**config.mk**
```make
export PLATFORM = sky130hd
export DESIGN_NAME = lnws_div
export DESIGN_NICKNAME = d
export VERILOG_FILES = /design/src/sv/lnws_pkg.sv /design/src/sv/lnws_div.sv
export SDC_FILE = /design/constraint.sdc
export NUM_CORES = 1
export LEC_CHECK = 0
export ABC_AREA = 1
export BUFFER_PORTS_ARGS = -buffer_cell sky130_fd_sc_hd__clkbuf_2
export CORE_ASPECT_RATIO = 0.6
export CORE_MARGIN = 2
export CORE_UTILIZATION = 60
export CTS_CLUSTER_SIZE = 24
export DETAILED_ROUTE_END_ITERATION = 10
export PLACE_DENSITY = 0.9
export SLEW_MARGIN = 20
export SYNTH_ARGS = -nofsm -noshare
export SYNTH_HDL_FRONTEND = slang
export SYNTH_SLANG_ARGS = --single-unit
```
**constraint.sdc**
```tcl
create_clock -name clk -period 17.24 [get_ports clk]
set_input_delay 0.862 -clock clk [delete_from_list [all_inputs] [get_ports clk]]
set_output_delay 0.862 -clock clk [all_outputs]
set_load 0.005 [all_outputs]
```
**src/sv/lnws_pkg.sv**
```systemverilog
// ----------------------------------------------------------------------------
// lnws_pkg
// Shared constants and types of the scaled layer normalization block.
// ----------------------------------------------------------------------------
package lnws_pkg;

  localparam int LANES      = 8;
  localparam int MAX_GROUPS = 64;
  localparam int GRP_W      = $clog2(MAX_GROUPS);
  localparam int CNT_W      = GRP_W + 1;
  localparam int DATA_W     = 16;
  localparam int MEAN_W     = 17;
  localparam int SUM_W      = 26;
  localparam int SQ_W       = 32;
  localparam int SUMSQ_W    = 42;
  localparam int INV_W      = 24;
  localparam int EPS_W      = 32;
  localparam int CFG_W      = 32;
  localparam int VAR_W      = 34;
  localparam int DIVN_W     = 49;
  localparam int DIVD_W     = 34;

  localparam logic       KIND_SCALE     = 1'b0;
  localparam logic       KIND_SAMPLE    = 1'b1;
  localparam logic       CFG_ROW_GROUPS = 1'b0;
  localparam logic       CFG_EPSILON    = 1'b1;
  localparam logic [6:0] RG_RESET       = 7'd64;
  localparam logic [EPS_W-1:0] EPS_RESET = 32'd1;

  typedef logic [LANES-1:0][SQ_W-1:0]   sq_vec_t;
  typedef logic [LANES-1:0][DATA_W-1:0] data_vec_t;

  typedef struct packed {
    logic             row_we;
    logic             scale_we;
    logic [GRP_W-1:0] wr_addr;
    logic [GRP_W-1:0] rd_addr;
  } lane_ctrl_t;

  typedef struct packed {
    logic clear;
    logic add;
  } merge_ctrl_t;

endpackage

```
**src/sv/lnws_div.sv**
```systemverilog
// ----------------------------------------------------------------------------
// lnws_div
// Restoring unsigned divider, one quotient bit per cycle.
// ----------------------------------------------------------------------------
module lnws_div (
  input  logic                          clk,
  input  logic                          rst,
  input  logic                          start,
  input  logic [lnws_pkg::DIVN_W-1:0]   dividend,
  input  logic [lnws_pkg::DIVD_W-1:0]   divisor,
  output logic                          busy,
  output logic                          done,
  output logic [lnws_pkg::DIVN_W-1:0]   quotient
);

  logic [5:0]                    cnt;
  logic [lnws_pkg::DIVD_W-1:0]   rem;
  logic [lnws_pkg::DIVD_W-1:0]   dsr;
  logic [lnws_pkg::DIVN_W-1:0]   quo;
  logic [lnws_pkg::DIVD_W:0]     trial;
  logic                          fits;

  assign trial    = {rem, quo[lnws_pkg::DIVN_W-1]};
  assign fits     = trial >= {1'b0, dsr};
  assign quotient = quo;

  always_ff @(posedge clk) begin
    if (rst) begin
      busy <= 1'b0;
      done <= 1'b0;
      cnt  <= '0;
    end else begin
      done <= 1'b0;
      if (start) begin
        busy <= 1'b1;
        cnt  <= 6'(lnws_pkg::DIVN_W);
        rem  <= '0;
        dsr  <= divisor;
        quo  <= dividend;
      end else if (busy) begin
        if (fits) begin
          rem <= lnws_pkg::DIVD_W'(trial - {1'b0, dsr});
        end else begin
          rem <= trial[lnws_pkg::DIVD_W-1:0];
        end
        quo <= {quo[lnws_pkg::DIVN_W-2:0], fits};
        cnt <= cnt - 6'd1;
        if (cnt == 6'd1) begin
          busy <= 1'b0;
          done <= 1'b1;
        end
      end
    end
  end

endmodule

```
======== Word level (Yosys, flattened, before mapping) ========
Index checks and enable logic that the tools add are counted.
word-level totals
  register bits after elaboration ......... 125
  bits in latches ......................... 0
  memory bits (writable) .................. 0
  ROM bits ................................ 0
  output and inout port bits .............. 51
  memories kept ........................... 0
operators by class
  add/sub/neg operators ................... 2
  $mul .................................... 0
  div/mod/pow operators ................... 0
  order comparisons ....................... 1
  eq/ne operators ......................... 1
  shift-type cells ........................ 0
  multiplexer cells ....................... 10
  bitwise gates (word level) .............. 2
  reduce and logical (&&, ||, !) cells .... 5
operators by type and width
  kind                 number
  $mux 49              2
  $mux 34              2
  $ge 35x34->1         1
  $sub 34x34->34       1
  $mux 6               2
  $eq 6x1->1 const B   1
  $sub 6x1->6 const B  1
  $mux 1               4
  $reduce_and 2->1     2
  $reduce_or 3->1      1
  $not 1->1            2
  $reduce_bool 2->1    1
  $reduce_or 2->1      1

======== Logic depth before layout (Yosys ltp) ========
Gate-level depths: netlist (run 1).
  depth in word-level cells ............... 4
  mapped depth ............................ 18
  depth with buffers taken out ............ 17

======== Worst setup path before layout (run 1) ========
Ideal clock, no wire load.
  path kind ............................... input port to flip-flop
  start point ............................. input port start
  end point ............................... register quo, in the netlist quotient[0] (enable)
  arrival ................................. 7.230 ns
  data required time ...................... 16.601 ns
  setup slack ............................. 9.371 ns
  stages .................................. 4
  buffers on the path ..................... 2
  path through ............................ clkbuf_1 inv_2 clkbuf_1 o21ai_0
between the ends
  cells in the longest elaborated chain, start to end .. 2
ends and longest elaborated chain
  item                                RTL line        source
  start, declared                     lnws_div.sv:8   input logic start,
  $reduce_bool 2->1 (no source line)  n/a
  $reduce_and 2->1 (no source line)   n/a
  end signal, assigned                lnws_div.sv:39  quo <= dividend;
  end signal, assigned                lnws_div.sv:46  quo <= {quo[lnws_pkg::DIVN_W-2:0], fits};
  end, declared                       lnws_div.sv:19  logic [lnws_pkg::DIVN_W-1:0] quo;
Every way passes these cells.
A chain may end at the register's enable or synchronous reset.

======== Final worst setup path (run 1) ========
  start point ............................. register rem[26] (netlist bit)
  end point ............................... register rem[4] (netlist bit) (data pin)
between the ends
  cells in the longest elaborated chain, start to end .. 3
ends and longest elaborated chain
  item                    RTL line        source
  start, declared         lnws_div.sv:17  logic [lnws_pkg::DIVD_W-1:0] rem;
  start signal, assigned  lnws_div.sv:42  rem <= lnws_pkg::DIVD_W'(trial - {1'b0, dsr});
  start signal, assigned  lnws_div.sv:44  rem <= trial[lnws_pkg::DIVD_W-1:0];
  $ge 35x34->1            lnws_div.sv:24  assign fits = trial >= {1'b0, dsr};
  $mux 34                 lnws_div.sv:41  if (fits) begin
  $mux 34                 lnws_div.sv:40  end else if (busy) begin
Every way passes these cells. The select of a mux whose other input is x is not followed.

==> run metrics, run 1 <==
status complete, no violations; commonest non-fill, non-tap cell in the layout nand2_1; CTS tree yes; Pre-antenna DRT Iters 5; Switch Pwr 362 uW; Syn Inst Count 1043; Die Width 152 um; Final #Nets 1302; sequential power share 35.7%; Worst-path clk slew 0.07 ns; Comb pwr share 26.9%; # port buffers 136; final worst path period share 17.9%; # rows 32; Setup crit start rem[26]; CP Max Fanout 46; Placed Cells 1330; Buf+Inv Stages, Crit Path 1; WP data required 17.42 ns; Post-CTS Setup Inserts 0; initial antenna violation count 0; Finished Layout Cells 1362; die area 14100 um^2; FFs w/ async S/R, synth 0%; Tmin final 3.08 ns; n_diodes 0; placed cell area 8690 um^2; Setup TNS 0 ns; top cell family by delay on the critical path simple AND/OR/NAND/NOR gates; Hold Slack 0.522 ns; vias per cell 5.31; Final Setup Violations 0; clk buf depth 2; Final Hold Fails 0; slew of the pin with the lowest slew margin 1.04 ns; #FFs+latches synth 125; Avg Cell Area, Syn 7.56 um^2; Most used DFF post-synth edfxtp_1; Crit path top cell by count nor2_1; Post-CTS Hold Fix Bufs 0; Area Growth Syn to Fin 18.5%; Clock Latency Late Sink 0.43 ns; Max Cap Viol 0; number of synthesized flops with an enable pin 117; max incr delay on CP 0.47 ns; instance count on the critical path 10; Hold WC Path Type reg2reg; Root Driver clkbuf_16; CP endpoint kind flip-flop; worst r2r src rem[26]; Reg-to-Reg End rem[4]; overall fraction of global-route tracks in use 30.3%; unrepaired setup endpoints after global routing no; Detailed Route WL 21000 um; DIE HEIGHT 92.8 um; drt drc 0; Synth cell types 35; beginning of the worst hold path cnt[1]; 1st-iter DRT viols 788; sequential area share after synthesis 46.6%; worst setup path endpoint rem[4]; Clock Power Share 37.4%; Resize count post-CTS 0; CTS H-Tree Depth 4; finished layout cell area 9350 um^2; CP max-delay cell nand2_4; vias in the first global route 6596; Worst Path Arrival 3.26 ns; Num CTS Buffers 17; Final ANT Viol Nets 0; DR vias 7228; design internal power 732 uW; WHS Path Cells 2; sw frac 33.1%; post-DP HPWL 15000 um; global route overflow 0; worst vdd ir 0.0000575 V; Leak 4.96 nW; R2R cell count 10; FMAX 325 MHz; Yosys warnings 0; slew margin rel. 30.4%; WL per Instance 15.4 um; IO Pins 137; layout cells sized above 1 16.4%; critical path type reg2reg; clock skew 0.0108 ns; max-slew violation count 0; Final Wtd Congestion 1.00; Pwr Density 117 nW/um^2; syn_nets 1166; global-route wire length before repair 33400 um; R2R setup slack 14.16 ns; fin util 72.8%; critical path, cell by cell ha_1 > nand2_1 > nor2_1 > nand2_1 > nor2_1 > a21oi_1 > nand2_4 > inv_4 > nor2_1 > nor2_1; Starting Density 61.4%; largest net degree at the start of global routing 74; most frequent cells in the layout nand2_1 (439), inv_1 (165), clkbuf_2 (136), edfxtp_1 (117), nor2_1 (109); clk sinks 125; Netlist Area Pre-Place 7890 um^2; Core ar. 12900 um^2; CP startpoint kind flip-flop; FILL cells 959
[worst min path at each step]
| stage | endpoint | slack, ns |
|---|---|---|
| final | cnt[1] | 0.52 |
| after global routing | cnt[2] | 0.56 |
| after CTS | cnt[1] | 0.52 |
| after detailed placement | cnt[1] | 0.52 |
| after global placement | cnt[4] | 0.48 |
| after floorplan | cnt[4] | 0.46 |
[final cells by class]
cell class | instances | area [um^2] | share of cell area, %
sequential | 125 | 3670 | 39.3
multi-input combinational | 728 | 3470 | 37.1
clock buffer | 18 | 429 | 4.59
inverter | 168 | 633 | 6.77
clock inverter | 14 | 233 | 2.49
timing repair buffer | 139 | 703 | 7.52
tap | 170 | 213 | 2.27
[worst register-to-register path: cells and delay by family (launching register included)]
family          cells  cell delay, ns
flops               1            0.43
simple gates        7            1.51
compound gates      1            0.19
fa+ha+maj           1            0.43
buf+inv             1            0.28
[sequential cells by signal (all words and copies together), names as in the netlist]
signal    count
busy          1
quotient     49
done          1
dsr          34
cnt           6
rem          34
[cells in the mapped netlist (6+ instances only)]
library cell,count,area (um^2)
nand2_1,439,1650
ha_1,36,450
edfxtp_1,117,3510
nor2_1,110,413
nand3_1,21,105
nand2_2,6,37.5
inv_1,165,619
a21oi_1,23,115
clkbuf_1,9,33.8
xor2_1,15,131
nor2_2,10,62.6
nand3b_1,10,75.1
buf_6,7,78.8
o21ai_0,8,40.0
nor3_1,8,40.0
dfxtp_1,8,160
buf_1,6,22.5
o21bai_1,22,165
[power by group through the flow]
stage,registers [mW],logic [mW],clock network [mW]
6_report,0.390,0.295,0.409
5_1_grt,0.393,0.329,0.421
3_5_place_dp,0.396,0.282,0
4_1_cts,0.390,0.288,0.411
2_1_floorplan,0.395,0.208,0
3_3_place_gp,0.394,0.274,0
[kinds of logic (layout without fill, tap and decap cells)]
family,Yosys count,count (layout),share of synthesized area [%]
simple gates,617,617,31.4
buf+inv,190,339,9.74
flops,125,125,46.6
compound gates,56,56,4.31
fa+ha+maj,37,37,5.96
xor+xnor,18,18,2.00
[metal layers]
layer | up-vias | routed length, um | part of all wire, % | track usage [%]
met1 | 3281 | 9480 | 45 | 46.8
met5 | - | 0 | 0 | 0
met3 | 34 | 2350 | 11 | 5.94
met2 | 403 | 8870 | 42 | 43.6
li1 | 3510 | - | - | -
met4 | 0 | 286 | 1.4 | 7.71
[through the flow]
stage	total power, mW	setup slack, ns
floorplan	0.604	9.37
global placement	0.668	13.80
detailed placement	0.677	13.77
CTS	1.09	14.20
global route	1.14	13.99
finish	1.09	14.16
No activity file was read; power rests on OpenSTA's default activity.
==> inputs of run 2 (changes only) <==
- CORE_UTILIZATION: 60 -> 52
- PLACE_DENSITY: 0.9 -> 0.83
- clock period: 17.24 -> 2.7 ns (I/O delays scaled with it)
==> run metrics, run 2 (same netlist as run 1, synthesis figures left out) <==
status complete, no violations; Max Cap Viol 0; Die Width 163 um; most frequent cells in the layout nand2_1 (437), inv_1 (165), clkbuf_2 (136), edfxtp_1 (117), nor2_1 (108); post-DP HPWL 15600 um; layout cells sized above 1 16.5%; Hold Slack 0.00149 ns; die area 16200 um^2; Worst Path Arrival 2.76 ns; R2R setup slack 0.13 ns; # rows 34; Clock Latency Late Sink 0.44 ns; clock skew 0.0173 ns; Core ar. 14700 um^2; WHS Path Cells 3; Starting Density 53.8%; Detailed Route WL 22900 um; global-route wire length before repair 36100 um; vias per cell 5.16; critical path, cell by cell ha_1 > nand2_1 > inv_1 > a21oi_1 > o21ai_0 > a21oi_1 > nand2_4 > buf_4 > o21bai_1 > nor2_1; CP max-delay cell edfxtp_1; Finished Layout Cells 1473; Placed Cells 1368; max reg flops 49; commonest non-fill, non-tap cell in the layout nand2_1; slew of the pin with the lowest slew margin 1.05 ns; max incr delay on CP 0.49 ns; CTS tree yes; Reg-to-Reg End rem[13]; max-slew violation count 0; clk buf depth 2; Buf+Inv Stages, Crit Path 2; 1st-iter DRT viols 780; critical path type reg2reg; Pwr Density 673 nW/um^2; DR vias 7607; initial antenna violation count 0; Final Setup Violations 0; R2R cell count 10; worst vdd ir 0.000369 V; fin util 69.1%; Crit path top cell by count a21oi_1; overall fraction of global-route tracks in use 29.2%; Final #Nets 1385; Tmin final 2.57 ns; Post-CTS Setup Inserts 0; global route overflow 0; top cell family by delay on the critical path compound AO/OA/AOI/OAI gates; CTS H-Tree Depth 4; Root Driver clkbuf_16; slew margin rel. 30.1%; # port buffers 136; clk sinks 125; Pre-antenna DRT Iters 6; Worst-path clk slew 0.07 ns; Num CTS Buffers 17; n_diodes 0; CP endpoint kind flip-flop; Final Hold Fails 0; worst r2r src rem[28]; vias in the first global route 7255; DIE HEIGHT 99.4 um; FMAX 389 MHz; beginning of the worst hold path dividend[31]; drt drc 0; IO Pins 137; WL per Instance 15.6 um; CP startpoint kind flip-flop; CP Max Fanout 13; Area Growth Syn to Fin 28.6%; Hold WC Path Type in2reg; Final Wtd Congestion 1.00; unrepaired setup endpoints after global routing no; hold worst-path end quotient[31]; largest net degree at the start of global routing 73; Leak 5.28 nW; final worst path period share 95.1%; finished layout cell area 10100 um^2; Setup TNS 0 ns; Final ANT Viol Nets 0; placed cell area 8820 um^2; WP data required 2.89 ns
## run 2: cell count changes in the layout (fill, tap and decap cells not counted), sizes merged
| cell | previous run | this run |
|---|---|---|
| buf | 3 | 13 |
| bufinv | 5 | 1 |
| clkbuf | 154 | 153 |
| clkinv | 3 | 2 |
| clkinvlp | 1 | 4 |
| dlygate4sd3 | 0 | 73 |
| inv | 173 | 176 |
## run 2: area by class of cell
cell class	instances	area, um^2
timing repair buffer	222	1530
inverter	168	633
clock buffer	17	425
clock inverter	15	148
fill	1170	4530
multi-input combinational	728	3480
sequential	125	3670
tap	198	248
## run 2: how the worst max path moves through the flow
stage	startpoint	endpoint	slack [ns]	cells past startpoint
floorplan	start	dsr[0]	0.16	4
global placement	quotient[48]	rem[32]	0.23	16
detailed placement	quotient[48]	rem[32]	0.14	16
CTS	quotient[48]	rem[32]	0.13	16
global route	rem[23]	rem[12]	0.03	14
finish	rem[28]	rem[13]	0.13	10
## run 2: routing by layer
layer / track usage, % / part of all wire, %
met3: 7.21 / 10
met1: 42.2 / 45
met5: 0 / 0
met2: 42.1 / 42
met4: 11.8 / 3.3
## run 2: timing repair
item / 4_1_cts / 5_1_grt
endpoints found under the hold margin: 73 / 0
resized for setup: 0 / 5
hold buffers: 73 / 0
endpoints found under the setup margin: 0 / 8
## run 2: report_power, final
group,internal [mW],total (mW),switching [mW]
sequential,2.38,2.50,0.116
combinational,0.741,2.02,1.28
clock,1.29,2.32,1.02
## run 2: worst min-delay path, stage by stage
cell      delay, ns
clkbuf_2       0.08
nand2_1        0.04
nand2_1        0.07
## run 2: stage by stage
stage | worst slack [ns] | power [mW]
after floorplan | 0.155 | 3.84
after global placement | 0.234 | 4.33
after detailed placement | 0.144 | 4.38
after CTS | 0.128 | 6.75
after global routing | 0.0338 | 7.15
final | 0.132 | 6.83
==> inputs of run 3 (changes only) <==
- CORE_ASPECT_RATIO: 0.6 -> default
==> run metrics, run 3 (same netlist as run 1, synthesis figures left out) <==
CP endpoint kind flip-flop; # port buffers 136; Final Hold Fails 0; slew margin rel. 51.4%; Finished Layout Cells 1465; clk sinks 125; placed cell area 8790 um^2; DIE HEIGHT 127 um; Final ANT Viol Nets 0; CP Max Fanout 10; Hold WC Path Type in2reg; top cell family by delay on the critical path compound AO/OA/AOI/OAI gates; overall fraction of global-route tracks in use 29.9%; Final #Nets 1387; Die Width 127 um; CTS H-Tree Depth 4; CTS tree yes; layout cells sized above 1 16.1%; final worst path period share 92.7%; die area 16200 um^2; largest net degree at the start of global routing 73; max reg flops 49; Final Wtd Congestion 0.996; Leak 5.34 nW; drt drc 0; Num CTS Buffers 17; status complete, no violations; Area Growth Syn to Fin 29.8%; Max Cap Viol 0; slew of the pin with the lowest slew margin 0.729 ns; initial antenna violation count 0; 1st-iter DRT viols 648; CP startpoint kind flip-flop; Setup TNS 0 ns; max-slew violation count 0; WP data required 2.88 ns; global-route wire length before repair 37600 um; Worst Path Arrival 2.69 ns; DR vias 7537; Starting Density 52.5%; Placed Cells 1355; Pre-antenna DRT Iters 5; Worst-path clk slew 0.06 ns; clock skew 0.0144 ns; critical path type reg2reg; commonest non-fill, non-tap cell in the layout nand2_1; Clock Latency Late Sink 0.44 ns; clk buf depth 2; Core ar. 15000 um^2; post-DP HPWL 15200 um; finished layout cell area 10200 um^2; max incr delay on CP 0.40 ns; FMAX 399 MHz; # rows 45; Pwr Density 691 nW/um^2; Buf+Inv Stages, Crit Path 2; vias per cell 5.14; global route overflow 0; critical path, cell by cell ha_1 > inv_1 > o21ai_0 > a21oi_1 > o21ai_0 > a21oi_1 > nand2_4 > buf_4 > o21bai_1 > nor2_1; fin util 68.1%; worst vdd ir 0.000490 V; vias in the first global route 7641; most frequent cells in the layout nand2_1 (438), inv_1 (165), clkbuf_2 (136), edfxtp_1 (117), nor2_1 (109); Final Setup Violations 0; Detailed Route WL 23800 um; Root Driver clkbuf_16; IO Pins 137; CP max-delay cell edfxtp_1; WL per Instance 16.2 um; unrepaired setup endpoints after global routing no; Hold Slack 0.0134 ns; Tmin final 2.50 ns; n_diodes 0
## run 3: final cells by class
cell class                 count  area [um^2]
fill                        1185         4790
clock inverter                15          223
inverter                     168          633
sequential                   125         3670
timing repair buffer         224         1580
multi-input combinational    728         3470
clock buffer                  17          425
tap                          188          235
## run 3: tightest hold or removal path, stage by stage
cell	delay [ns]
clkbuf_2	0.08
nand2_1	0.05
nand2_1	0.07
## run 3: per-stage QoR
stage / worst slack [ns] / total power [mW]
floorplan: 0.155 / 3.84
global placement: 0.263 / 4.33
detailed placement: 0.229 / 4.36
CTS: 0.222 / 7.00
global route: 0.000780 / 7.42
finish: 0.196 / 7.08
## run 3: power breakdown
| group | switching (mW) | total [mW] | leakage, nW | internal, mW |
|---|---|---|---|---|
| logic | 1.26 | 2.00 | 3.82 | 0.740 |
| registers | 0.122 | 2.50 | 1.20 | 2.38 |
| clock network | 0.990 | 2.57 | 0.316 | 1.58 |
| total | 2.37 | 7.08 | 5.34 | 4.70 |
## run 3: metal layers
metal	GRT usage, %	part of all wire (%)	up-vias
li1	-	-	3676
met1	37.2	40	3407
met2	50.0	47	397
met3	7.37	9.0	57
met4	12.5	3.2	0
met5	0	0	-
## run 3: repair_timing
| item | 4_1_cts | 5_1_grt |
|---|---|---|
| hold endpoints to repair | 77 | 0 |
| resized for setup | 0 | 2 |
| setup endpoints to repair | 0 | 5 |
| buffers inserted | 0 | 0 |
| hold buffers | 77 | 0 |
## run 3: worst paths after layout
| path | to | from | slack [ns] | cells after the start |
|---|---|---|---|---|
| worst max-delay path | rem[15] | rem[29] | 0.20 | 10 |
| worst min register to register | cnt[4] | cnt[4] | 0.52 | 2 |
| worst max register to register | rem[15] | rem[29] | 0.20 | 10 |
| worst min-delay path | quotient[48] | dividend[48] | 0.01 | 3 |
