**config.mk**
```make
export PLATFORM = sky130hd
export DESIGN_NAME = lnws_merge
export DESIGN_NICKNAME = d
export VERILOG_FILES = /design/src/sv/lnws_pkg.sv /design/src/sv/lnws_merge.sv
export SDC_FILE = /design/constraint.sdc
export NUM_CORES = 1
export LEC_CHECK = 0
export ABC_AREA = 1
export BUFFER_PORTS_ARGS = -buffer_cell sky130_fd_sc_hd__buf_2
export CORE_MARGIN = 2
export CORE_UTILIZATION = 40
export CTS_CLUSTER_DIAMETER = 30
export CTS_CLUSTER_SIZE = 10
export DETAILED_ROUTE_END_ITERATION = 16
export PLACE_DENSITY = 0.65
export SYNTH_ARGS = -nofsm -noshare
export SYNTH_HDL_FRONTEND = slang
export SYNTH_SLANG_ARGS = --single-unit
export TNS_END_PERCENT = 30
```
**constraint.sdc**
```tcl
create_clock -name clk -period 5.82 [get_ports clk]
set_clock_uncertainty 0.2 [all_clocks]
set_input_delay 0.582 -clock clk [delete_from_list [all_inputs] [get_ports clk]]
set_output_delay 0.582 -clock clk [all_outputs]
set_load 0.005 [all_outputs]
```
**src/sv/lnws_pkg.sv**
```systemverilog
// ----------------------------------------------------------------------------
// lnws_pkg
// Shared constants and types of the scaled layer normalization block.
// ----------------------------------------------------------------------------
package lnws_pkg;

  localparam int LANES      = 8;
  localparam int MAX_GROUPS = 64;
  localparam int GRP_W      = $clog2(MAX_GROUPS);
  localparam int CNT_W      = GRP_W + 1;
  localparam int DATA_W     = 16;
  localparam int MEAN_W     = 17;
  localparam int SUM_W      = 26;
  localparam int SQ_W       = 32;
  localparam int SUMSQ_W    = 42;
  localparam int INV_W      = 24;
  localparam int EPS_W      = 32;
  localparam int CFG_W      = 32;
  localparam int VAR_W      = 34;
  localparam int DIVN_W     = 49;
  localparam int DIVD_W     = 34;

  localparam logic       KIND_SCALE     = 1'b0;
  localparam logic       KIND_SAMPLE    = 1'b1;
  localparam logic       CFG_ROW_GROUPS = 1'b0;
  localparam logic       CFG_EPSILON    = 1'b1;
  localparam logic [6:0] RG_RESET       = 7'd64;
  localparam logic [EPS_W-1:0] EPS_RESET = 32'd1;

  typedef logic [LANES-1:0][SQ_W-1:0]   sq_vec_t;
  typedef logic [LANES-1:0][DATA_W-1:0] data_vec_t;

  typedef struct packed {
    logic             row_we;
    logic             scale_we;
    logic [GRP_W-1:0] wr_addr;
    logic [GRP_W-1:0] rd_addr;
  } lane_ctrl_t;

  typedef struct packed {
    logic clear;
    logic add;
  } merge_ctrl_t;

endpackage

```
**src/sv/lnws_merge.sv**
```systemverilog
// ----------------------------------------------------------------------------
// lnws_merge
// Adds the squared deviations of all lanes and accumulates over the row.
// ----------------------------------------------------------------------------
module lnws_merge (
  input  logic                           clk,
  input  lnws_pkg::merge_ctrl_t          ctrl,
  input  lnws_pkg::sq_vec_t              sq,
  output logic [lnws_pkg::SUMSQ_W-1:0]   sumsq
);

  logic [lnws_pkg::SQ_W+3:0] tree;
  logic [lnws_pkg::SQ_W+3:0] tree_sum;

  always_comb begin
    tree_sum = '0;
    for (int i = 0; i < lnws_pkg::LANES; i++) begin
      tree_sum = tree_sum + (lnws_pkg::SQ_W+4)'(sq[i]);
    end
  end

  always_ff @(posedge clk) begin
    tree <= tree_sum;
    if (ctrl.clear) begin
      sumsq <= '0;
    end else if (ctrl.add) begin
      sumsq <= sumsq + lnws_pkg::SUMSQ_W'(tree);
    end
  end

endmodule

```
### Word level (Yosys, flattened, before mapping)

Index checks and enable logic that the tools add are counted.

| operators by class | value |
|---|---|
| $add $sub $neg | 8 |
| $mul | 0 |
| div/mod/pow operators | 0 |
| order comparisons | 0 |
| equality and inequality tests | 0 |
| shift operators | 0 |
| muxes and demuxes | 0 |
| bitwise operators | 0 |
| reductions and logical operators | 0 |

Operator list:

| operator | count |
|---|---|
| $add 36x32->36 | 3 |
| $add 42x36->42 | 1 |
| $add 35x32->36 | 1 |
| $add 34x32->35 | 1 |
| $add 33x32->34 | 1 |
| $add 32x32->33 | 1 |

| word-level totals | value |
|---|---|
| bits in registers | 78 |
| bits in latches | 0 |
| RAM bits | 0 |
| memory bits (read-only) | 0 |
| bits of input ports | 259 |
| output and inout port bits | 42 |
| logic and storage cells | 10 |
| memories kept | 0 |

### Depth between registers and ports, before layout

Gate-level depths: netlist of run 1.

| depth | value |
|---|---|
| depth in word-level cells | 7 |
| mapped depth | 19 |
| mapped depth without buffers | 19 |

### Worst setup path before layout of run 1

Ideal clock, no wire load.

| timing | value |
|---|---|
| path type | input port to flip-flop |
| start point | input port sq[2] (netlist bit) |
| end point | register tree[18] (netlist bit) |
| library setup time | 0.120 ns |
| arrival time | 4.248 ns |
| required time | 5.500 ns |
| setup slack | 1.252 ns |
| stages | 17 |
| buffers on the path | 0 |
| cells stage by stage | inv_1 -> fa_1 -> inv_1 -> fa_1 -> fa_1 -> inv_1 -> fa_1 -> inv_1 -> ha_1 -> fa_1 -> nand3_1 -> nand2_1 -> a21oi_1 -> o21ai_2 -> nand2_1 -> nand2_1 -> xor2_1 |

| on the way | value |
|---|---|
| word-level cells in the longest chain between the ends | 7 |

Ends and longest elaborated chain:

| what | line | text |
|---|---|---|
| start, declared | lnws_merge.sv:8 | `input lnws_pkg::sq_vec_t sq,` |
| $add 32x32->33 | lnws_merge.sv:18 | `tree_sum = tree_sum + (lnws_pkg::SQ_W+4)'(sq[i]);` |
| $add 33x32->34 | lnws_merge.sv:18 |  |
| $add 34x32->35 | lnws_merge.sv:18 |  |
| $add 35x32->36 | lnws_merge.sv:18 |  |
| $add 36x32->36 (3 in series) | lnws_merge.sv:18 |  |
| named net tree_sum (one bit) | lnws_merge.sv:13 | `logic [lnws_pkg::SQ_W+3:0] tree_sum;` |
| end signal, assigned | lnws_merge.sv:23 | `tree <= tree_sum;` |
| end, declared | lnws_merge.sv:12 | `logic [lnws_pkg::SQ_W+3:0] tree;` |

The timed path passes the listed nets, and every way through them passes these cells.
A chain may end at the register's enable or synchronous reset.

### Final worst setup path of run 1

| timing | value |
|---|---|
| start point | input port sq[2] (netlist bit) |
| end point | register tree[30] (netlist bit) |

The elaborated chain is that of the path after synthesis.

==> metrics.md, run 1 <==
| Metric | Value |
|---|---|
| Crit path buffers/inverters | `5` |
| Hold path depth | `2` |
| Routed wire length | `roughly 33000 um` |
| Clock Sinks | `77` |
| TritonRoute pass-1 iters | `5` |
| Initial antenna violation count | `0` |
| Finish-stage setup viols | `0` |
| Slowest-stage cell, CP | `fa_1` |
| Synth top area cells | `fa_1 31%, inv_1 18%, dfxtp_1 12%, nand2_1 11%, ha_1 7.0%` |
| GRT Total Usage | `20.9%` |
| CP arrival | `between 4 and 5 ns` |
| Yosys cell types | `33` |
| Max Cap Viol | `0` |
| Worst VDD drop | `roughly 0.33 mV` |
| Slew HR | `54.1%` |
| Die width | `about 180 um` |
| Routed len/inst | `about 13 um` |
| CP Capture Type | `flip-flop` |
| Worst R2R Path Depth | `15` |
| Status | `finished clean` |
| Largest net degree at the start of global routing | `66` |
| Mapped Cells | `1833` |
| Synth Net Count | `between 2000 and 2500` |
| Yosys top cell area share | `between 30% and 40%` |
| Startpoint Class | `primary input` |
| Unrepaired setup endpoints after global routing | `no` |
| Largest area contributor in the netlist | `fa_1` |
| Critical path, cell by cell | `buf_2, inv_1, fa_1, inv_1, fa_1, fa_1, inv_1, fa_1, inv_1, ha_1, fa_1, nand3_1, nand2_1, a21oi_1, o21ai_2, nand3_1, nand2_1, nand2_1, nand2_1` |
| Fraction of layout cells with a size suffix above 1 | `16.6%` |
| # DRC | `0` |
| Fin cells | `~2500` |
| Syn avg cell area | `6.87 um^2` |
| Core Area | `between 0.03 and 0.04 mm^2` |
| Clock root buffer | `clkbuf_16` |
| Core Util, Final | `48.1%` |
| IO Pins | `around 300` |
| Reg2Reg Setup Slack | `approximately 3.3 ns` |
| Overflow after GRT | `0` |
| FF-to-FF End | `sumsq[32]` |
| Fin area | `around 0.015 mm^2` |
| Post-CTS Hold Fix Bufs | `0` |
| Total leakage power | `0.00906 uW` |
| H-tree levels | `3` |
| TritonCTS clock tree | `built` |
| Crit path largest cell delay | `about 0.54 ns` |
| Crit share post-route | `between 70 and 80%` |
| P&R area growth vs syn | `17.7%` |
| Sequential fraction of the synthesis area | `around 12%` |
| Placed cells | `2518` |
| Initial cell density of the core | `between 40% and 50%` |
| TNS Setup | `0 ns` |
| Hold Path End | `sumsq[41]` |
| Fin. max-slew vios | `0` |
| Cell mode on critical path | `fa_1` |
| Gpl congestion | `0.915` |
| Synth warn | `0` |
| Row cnt | `64` |
| Vias after detailed routing | `11504` |
| Cts bufs inserted | `9` |
| Clock Path Buffers | `2` |
| DRT iter0 DRCs | `just over 500` |
| Commonest non-fill, non-tap cells in the layout | `593 x inv_1, 385 x nand2_1, 300 x buf_2, 192 x fa_1, 184 x nor2_1` |
| Post-CTS resize count | `0` |
| PD cells | `about 600 mW/mm^2` |
| Dpl hpwl | `~30000 um` |
| Setup repair bufs after CTS | `0` |
| CP top delay family | `adder cells` |
| #FFs+latches synth | `a little under 80` |
| Hold Fails Final Rpt | `0` |
| HP Class | `flip-flop to flip-flop` |
| Die Y | `~180 um` |
| Via density | `4.54` |
| CTS clk-pin slew, worst paths | `0.07 ns` |
| Worst-margin pin slew | `0.687 ns` |
| Post-layout min period | `approximately 4.6 ns` |
| Commonest non-fill, non-tap cell in the layout | `inv_1` |
| Critical Path Fanout Max | `4` |
| I/O Buffers | `300` |
| Cell Area, Placed | `~0.015 mm^2` |
| Synth Cell Area | `0.0126 mm^2` |
| Fmax | `between 0.2 and 0.25 GHz` |
| Die area | `0.0329 mm^2` |
| Vias in the first global route | `between 10000 and 15000` |
| Hold Startpoint | `sumsq[41]` |
| Worst-Skew Late Latency | `between 0.3 and 0.4 ns` |
| FF-to-FF Start | `tree[0]` |
| Antenna Cells | `0` |
| ANT nets after route | `0` |
| Final net count | `2654` |
| Critical path type | `primary input to flip-flop` |
| First-pass GRT wire length | `55400 um` |
| Critical Path RT | `a little under 6 ns` |
[cell families after synthesis]
| logic type | synth area share (%) |
|---|---|
| AO/OA/AOI/OAI | 6.69 |
| XOR/XNOR | 2.78 |
| adder cells (fa/ha/maj) | 37.5 |
| buffers and inverters | 18.1 |
| flip-flops | 12.2 |
| AND/OR/NAND/NOR | 22.7 |
[worst max path at each step]
stage | from | end | cells past startpoint
3_3_place_gp | sq[2] | tree[18] | 18
6_report | sq[2] | tree[30] | 19
5_1_grt | sq[2] | tree[18] | 18
4_1_cts | sq[2] | tree[18] | 18
3_5_place_dp | sq[2] | tree[18] | 18
2_1_floorplan | sq[2] | tree[18] | 17
[registers in the layout (all words and copies together), names as in the netlist]
| name | count |
|---|---|
| sumsq | 42 |
| tree | 35 |
[per-layer routing]
metal  track usage (%)  vias up  wire length (um)
met2              38.5      297             16600
met4              6.50        0               887
met1              25.4     5275             14100
li1                  -     5878                 -
met3              2.51       54              1560
met5                 0        -                 0
[per-stage QoR]
| step | setup slack (ns) | total power, uW | hold slack [ns] |
|---|---|---|---|
| 2_1_floorplan | 1.25 | 6210 | 0.298 |
| 3_3_place_gp | 0.956 | 8140 | 0.280 |
| 3_5_place_dp | 0.914 | 8190 | 0.321 |
| 4_1_cts | 1.29 | 8780 | 0.335 |
| 5_1_grt | 1.01 | 9860 | 0.373 |
| 6_report | 1.27 | 8730 | 0.334 |
[synth_stat cells]
library cell,instances
nand2_1,385
buf_4,1
or2_2,1
nor3_1,4
o21a_1,3
nand3_2,5
dfxtp_1,77
a21oi_2,1
xnor2_1,7
o21ai_1,4
buf_2,2
o211ai_1,2
ha_1,70
a31oi_1,4
fa_1,192
xor2_1,33
o21ai_2,6
clkbuf_1,6
a21oi_1,79
nor2_1,184
inv_1,593
nor2_4,3
buf_1,3
nand3_1,77
nand3b_1,1
a21o_1,6
nor4_1,4
o21ai_0,44
o21bai_1,4
nor2_2,7
nand4_1,10
nand2_2,14
a211oi_1,1
[power breakdown]
group / total, uW / leakage [uW] / switching (uW) / internal, uW
sequential: 981 / 0.000643 / 161 / 821
combinational: 7210 / 0.00828 / 4640 / 2560
clock: 545 / 0.000138 / 251 / 294
[tightest hold or removal path: cells and delay by family (launching register included)]
| kind | cells | cell delay (ns) |
|---|---|---|
| AND/OR/NAND/NOR | 1 | 0.06 |
| AO/OA/AOI/OAI | 1 | 0.12 |
| flip-flops | 1 | 0.32 |
[area by class of cell]
| class | instances | area (um^2) |
|---|---|---|
| Fill cell | 3159 | 16000 |
| Tap cell | 396 | 495 |
| Clock buffer | 9 | 225 |
| Timing Repair Buffer | 301 | 1510 |
| Sequential cell | 77 | 1540 |
| Clock inverter | 7 | 55.1 |
| Inverter | 593 | 2230 |
| Multi-Input combinational cell | 1151 | 8770 |
Power figures use the tool's default switching activity.
==> run 2: changes to the inputs <==
--- a/config.mk
+++ b/config.mk
@@ -5,14 +5,14 @@
 export SDC_FILE = /design/constraint.sdc
 export NUM_CORES = 1
 export LEC_CHECK = 0
-export ABC_AREA = 1
+export ABC_AREA = 0
 export BUFFER_PORTS_ARGS = -buffer_cell sky130_fd_sc_hd__buf_2
 export CORE_MARGIN = 2
 export CORE_UTILIZATION = 40
 export CTS_CLUSTER_DIAMETER = 30
 export CTS_CLUSTER_SIZE = 10
 export DETAILED_ROUTE_END_ITERATION = 16
-export PLACE_DENSITY = 0.65
+export PLACE_DENSITY = 0.67
 export SYNTH_ARGS = -nofsm -noshare
 export SYNTH_HDL_FRONTEND = slang
 export SYNTH_SLANG_ARGS = --single-unit
==> constraint.sdc (replaced) <==
create_clock -name clk -period 4.6 [get_ports clk]
set_clock_uncertainty 0.2 [all_clocks]
set_input_delay 0.46 -clock clk [delete_from_list [all_inputs] [get_ports clk]]
set_output_delay 0.46 -clock clk [all_outputs]
set_load 0.005 [all_outputs]
==> run 2 against run 1 <==
  * The flow now finishes with violations (setup timing)
  * Largest cell class unchanged
  * Highest routed layer unchanged
  * Largest power group unchanged
  * Design area decreased by 5.8%
  * Routed wire length shrank 26%
  * Worst hold slack got worse by 0.066 ns
  * Critical path type unchanged
  * Die area fell by 12%
  * Combinational power rose by 37%
  * Final cell count decreased by 20%
  * Via count is 19% lower
==> metrics.md, run 2 <==
| Metric | Value |
|---|---|
| Yosys top cell area share | `34.7%` |
| Cts bufs inserted | `9` |
| P&R area growth vs syn | `25.8%` |
| H-tree levels | `3` |
| Synth Net Count | `between 1500 and 2000` |
| Clock Path Buffers | `2` |
| Failing checks | `setup timing` |
| Post-synth top cells | `422 x inv_1, 192 x fa_1, 80 x a21oi_1` |
| Commonest non-fill, non-tap cell in the layout | `inv_1` |
| Setup ws final | `-0.124 ns` |
| Initial antenna violation count | `0` |
| Vias in the first global route | `9642` |
| Worst VDD drop | `0.348 mV` |
| Routed len/inst | `12.2 um` |
| Synth Cell Area | `about 0.011 mm^2` |
| Initial cell density of the core | `between 40% and 50%` |
| Routed wire length | `~25000 um` |
| Overflow after GRT | `0` |
| PD cells | `between 800 and 900 mW/mm^2` |
| # DRC | `0` |
| Vias after detailed routing | `9273` |
| Cell Area, Placed | `between 0.01 and 0.015 mm^2` |
| Max Cap Viol | `0` |
| Synth top area cells | `fa_1 35%, inv_1 14%, dfxtp_1 14%, ha_1 7.9%, a21oi_1 3.6%` |
| Largest area contributor in the netlist | `fa_1` |
| Post-synth EDFFs | `0` |
| Mapped Cells | `1288` |
| TNS Setup | `-0.215 ns` |
| Die width | `~170 um` |
| Crit share post-route | `103%` |
| Largest registers | `sumsq (42), tree (35)` |
| DRT iter0 DRCs | `around 270` |
| Fin. max-slew vios | `0` |
| Total leakage power | `approximately 0.0078 uW` |
| Fmax | `around 0.21 GHz` |
| CP Capture Type | `flip-flop` |
| Fraction of layout cells with a size suffix above 1 | `between 20% and 30%` |
| Total power | `between 10000 and 15000 uW` |
| Final net count | `between 2000 and 2500` |
| Row cnt | `60` |
| Most common cell in the netlist | `inv_1` |
| Critical path type | `primary input to flip-flop` |
| CTS clk-pin slew, worst paths | `roughly 0.060 ns` |
| Synth warn | `0` |
| Critical Path Fanout Max | `4` |
| Slew HR | `36.6%` |
| First-pass GRT wire length | `41700 um` |
| GRT Total Usage | `between 15 and 20%` |
| Yosys cell types | `64` |
| Syn avg cell area | `between 8 and 9 um^2` |
| Biggest register | `sumsq` |
| Die Y | `171 um` |
| Hold_ws | `about 0.27 ns` |
| Die area | `a little under 0.03 mm^2` |
| Largest net degree at the start of global routing | `slightly above 50` |
| Via density | `between 4 and 5` |
| Worst-margin pin slew | `between 0.9 and 1 ns` |
| Startpoint Class | `primary input` |
| Core Util, Final | `51.5%` |
| Clock Sinks | `just under 80` |
| Hold Fails Final Rpt | `0` |
| Post-layout min period | `4.72 ns` |
| Fin area | `0.0140 mm^2` |
| Clock root buffer | `clkbuf_16` |
| Status | `finished, violations left` |
| Largest register FFs | `42` |
| Antenna Cells | `0` |
| Post-synth top flop | `dfxtp_1` |
| Sequential fraction of the synthesis area | `between 10% and 20%` |
| ANT nets after route | `0` |
| TritonRoute pass-1 iters | `4` |
| Gpl congestion | `~0.85` |
| HP Class | `primary input to flip-flop` |
| Unrepaired setup endpoints after global routing | `yes` |
| Asr flop ratio synth | `0%` |
| Dpl hpwl | `approximately 22000 um` |
| Worst-Skew Late Latency | `about 0.34 ns` |
| Finish-stage setup viols | `5` |
| #FFs+latches synth | `77` |
| CP arrival | `between 4 and 5 ns` |
| Core Area | `between 0.02 and 0.03 mm^2` |
| TritonCTS clock tree | `built` |
| Commonest non-fill, non-tap cells in the layout | `414 x inv_1, 297 x buf_2, 189 x fa_1, 77 x a21oi_1, 77 x dfxtp_1` |
| Critical Path RT | `between 4 and 5 ns` |
| IO Pins | `approximately 300` |
| I/O Buffers | `300` |
run 2: changes by cell type in the layout (fill, tap and decap cells not counted), sizes merged, moves of 10 or more:
cell,change
a21o,+24
buf,+63
inv,-174
mux2i,+20
nand2,-351
nand3,-70
nor2,-125
o21ai,-14
o21bai,+10
xnor2,+30
xor2,-11
run 2: kinds of logic after synthesis:
| group | count (synthesis) | share of synthesized area, % |
|---|---|---|
| buf+inv | 444 | 15.0 |
| fa+ha+maj | 262 | 42.5 |
| compound gates | 236 | 14.1 |
| simple gates | 189 | 7.90 |
| flops | 77 | 13.9 |
| xor+xnor | 59 | 4.66 |
| mux | 21 | 1.91 |
run 2: critical path: stages:
cell and delay (ns):
buf_6 0.09, inv_8 0.03, fa_1 0.56, inv_2 0.04, fa_1 0.46, fa_1 0.50
inv_1 0.05, fa_1 0.50, inv_2 0.05, ha_4 0.16, fa_2 0.37, a211oi_2 0.23
o21ai_2 0.10, o211ai_1 0.18, buf_4 0.17, o21ai_4 0.09, nand3_2 0.10, a41oi_2 0.15
nor4_1 0.22, nor3_1 0.10, xor2_1 0.17
run 2: area by class of cell:
| type | instances | area, um^2 |
|---|---|---|
| clock buffer | 11 | 233 |
| inverter | 422 | 1590 |
| tap | 372 | 465 |
| fill | 2606 | 13100 |
| multi-input combinational | 767 | 8050 |
| clock inverter | 5 | 75.1 |
| sequential | 77 | 1540 |
| timing repair buffer | 364 | 2000 |
run 2: final timing paths:
check	slack [ns]	from	cells after the start	to
worst max-delay path	-0.12	sq[162]	21	tree[32]
worst min-delay path	0.27	sq[224]	3	tree[0]
worst max register to register	1.23	sumsq[0]	12	sumsq[26]
worst min register to register	0.29	sumsq[41]	2	sumsq[41]
run 2: metal layers:
metal	part of all wire [%]	track usage (%)	vias to the layer above
met5	0	0	-
met4	1.7	4.09	0
met3	5.7	3.31	30
met2	50	32.2	249
met1	43	20.9	4362
li1	-	-	4632
run 2: repair_timing:
item	4_1_cts	5_1_grt
setup buffers	1	1
setup endpoints to repair	14	15
hold buffers	0	0
pin swaps	19	2
gates resized for setup	25	6
hold endpoints to repair	0	0
run 2: report_power, final:
part	internal, uW	total (uW)	switching (uW)	leakage, uW
clock	472	740	267	0.000153
sequential	1070	1250	177	0.000641
combinational	4790	9850	5060	0.00700
total	6330	11800	5510	0.00779
run 2: stage by stage:
stage,instances,setup WS [ns]
2_1_floorplan,1288,-0.172
3_3_place_gp,2000,-0.597
3_5_place_dp,2000,-0.712
4_1_cts,2017,-0.111
5_1_grt,2018,-0.261
6_report,2018,-0.124
==> run 3: changes to the inputs <==
--- a/config.mk
+++ b/config.mk
@@ -5,13 +5,13 @@
 export SDC_FILE = /design/constraint.sdc
 export NUM_CORES = 1
 export LEC_CHECK = 0
-export ABC_AREA = 0
 export BUFFER_PORTS_ARGS = -buffer_cell sky130_fd_sc_hd__buf_2
 export CORE_MARGIN = 2
 export CORE_UTILIZATION = 40
 export CTS_CLUSTER_DIAMETER = 30
 export CTS_CLUSTER_SIZE = 10
 export DETAILED_ROUTE_END_ITERATION = 16
+export MAX_ROUTING_LAYER = met4
 export PLACE_DENSITY = 0.67
 export SYNTH_ARGS = -nofsm -noshare
 export SYNTH_HDL_FRONTEND = slang
==> constraint.sdc (replaced) <==
create_clock -name clk -period 5.5 [get_ports clk]
set_clock_uncertainty 0.2 [all_clocks]
set_input_delay 0.55 -clock clk [delete_from_list [all_inputs] [get_ports clk]]
set_output_delay 0.55 -clock clk [all_outputs]
set_load 0.005 [all_outputs]
==> run 3 against run 2 <==
  * The flow now finishes without violations
  * Critical path type unchanged
  * Highest routed layer unchanged
  * Largest cell class unchanged
  * Critical endpoint is now tree[34]
  * Routed wire length fell by 0.17%
  * Combinational power fell by 29%
  * Worst hold slack better by 0.032 ns
  * Sequential share of layout area is 0.46 points higher
==> metrics.md, run 3 (same netlist as run 2, synthesis figures left out) <==
| Metric | Value |
|---|---|
| HP Class | `flip-flop to flip-flop` |
| Biggest register | `sumsq` |
| TritonCTS clock tree | `built` |
| Met3 Use GR | `between 3 and 4%` |
| First-pass GRT wire length | `between 40000 and 50000 um` |
| ANT nets after route | `0` |
| PD cells | `~650 mW/mm^2` |
| DRT iter0 DRCs | `301` |
| Antenna Cells | `0` |
| Largest net degree at the start of global routing | `between 50 and 60` |
| Die Y | `roughly 170 um` |
| Row cnt | `60` |
| Commonest non-fill, non-tap cell in the layout | `inv_1` |
| GRT Total Usage | `17.8%` |
| Status | `finished clean` |
| Setup repair bufs after CTS | `0` |
| Gpl congestion | `approximately 0.85` |
| Crit share post-route | `93.4%` |
| Total power | `about 8700 uW` |
| Initial antenna violation count | `0` |
| CTS clk-pin slew, worst paths | `roughly 0.060 ns` |
| Post-layout min period | `5.14 ns` |
| Largest register FFs | `42` |
| Core Util, Final | `a little under 50%` |
| Overflow after GRT | `0` |
| Total leakage power | `approximately 0.0075 uW` |
| Via density | `between 4 and 5` |
| # DRC | `0` |
| Routed wire length | `approximately 24000 um` |
| Vias in the first global route | `9408` |
| P&R area growth vs syn | `20.8%` |
| Slew HR | `36.5%` |
| Cts bufs inserted | `9` |
| Clock Path Buffers | `2` |
| Worst VDD drop | `about 0.24 mV` |
| Core Area | `roughly 0.027 mm^2` |
| Critical path type | `primary input to flip-flop` |
| Met2 Usage GRT | `between 30% and 40%` |
| Critical Path RT | `5.54 ns` |
| Startpoint Class | `primary input` |
| Finish-stage setup viols | `0` |
| GRT met1 Usage | `between 20 and 25%` |
| Vias after detailed routing | `9014` |
| Largest registers | `sumsq (42), tree (35)` |
| Routed len/inst | `~12 um` |
| Die area | `a little under 0.03 mm^2` |
| Clock root buffer | `clkbuf_16` |
| Commonest non-fill, non-tap cells in the layout | `422 x inv_1, 300 x buf_2, 192 x fa_1, 80 x a21oi_1, 77 x dfxtp_1` |
| I/O Buffers | `300` |
| Dpl hpwl | `about 22000 um` |
| Clock Sinks | `77` |
| IO Pins | `~300` |
| Fmax | `between 0.15 and 0.2 GHz` |
| Reg2Reg Setup Slack | `~2.1 ns` |
| Initial cell density of the core | `40.9%` |
| CP Capture Type | `flip-flop` |
| Unrepaired setup endpoints after global routing | `no` |
| Hold Fails Final Rpt | `0` |
| Worst-margin pin slew | `0.953 ns` |
| Max Cap Viol | `0` |
| CP arrival | `5.18 ns` |
| Worst-Skew Late Latency | `approximately 0.35 ns` |
| Global route hottest layer | `met2` |
| H-tree levels | `3` |
| Post-CTS Hold Fix Bufs | `0` |
| TritonRoute pass-1 iters | `5` |
| Fraction of layout cells with a size suffix above 1 | `between 20 and 25%` |
| Final net count | `about 2100` |
| Fin. max-slew vios | `0` |
| Critical Path Fanout Max | `4` |
| Die width | `171 um` |
| Fillers | `between 2000 and 3000` |
[run 3: routing by layer]
layer,vias to the layer above,share of wire [%]
li1,4522,-
met1,4222,43
met2,244,50
met3,26,5.9
met4,0,1.3
met5,-,0
[run 3: what timing repair did]
action	4_1_cts	5_1_grt
gates resized for setup	0	2
setup endpoints to repair	0	2
hold endpoints to repair	0	0
[run 3: worst paths after layout]
check,startpoint,endpoint,cells after the start
worst max-delay path,sq[2],tree[34],21
worst min-delay path,sumsq[41],sumsq[41],2
worst max register to register,sumsq[0],sumsq[34],12
worst min register to register,sumsq[41],sumsq[41],2
[run 3: where the power goes]
group / internal, uW / switching, uW / total (uW)
Combinational: 3110 / 3850 / 6960
Sequential: 894 / 147 / 1040
Clock: 423 / 239 / 662
Total: 4420 / 4240 / 8660
[run 3: layout make-up]
type	instances	area [um^2]	share of cell area [%]
Multi-Input combinational cell	767	7890	58.9
Sequential cell	77	1540	11.5
Clock inverter	5	81.3	0.607
Inverter	422	1580	11.8
Clock buffer	11	253	1.89
Tap cell	372	465	3.47
Timing Repair Buffer	310	1580	11.8
[run 3: worst max-delay path, stage by stage]
cell and delay (ns):
buf_2 0.08, inv_1 0.04, fa_1 0.52, inv_1 0.05
fa_1 0.51, fa_1 0.55, inv_1 0.06, fa_1 0.53
inv_1 0.04, ha_1 0.22, fa_1 0.40, a211oi_2 0.21
o21ai_1 0.13, o211ai_1 0.19, buf_4 0.15, o21ai_1 0.15
nand3_1 0.13, a41oi_1 0.17, nor2_1 0.18, o21ai_0 0.11
a21o_1 0.19
[run 3: through the flow]
step	area (um^2)	hold slack (ns)	TNS [ns]	std cells	worst slack (ns)
finish	13400	0.300	0	1964	0.361
CTS	13400	0.290	0	1964	0.256
floorplan	11100	0.274	0	1288	0.438
global route	13400	0.331	0	1964	0.0486
global placement	13100	0.267	0	1948	0.00793
detailed placement	13100	0.282	-0.0954	1948	-0.0564
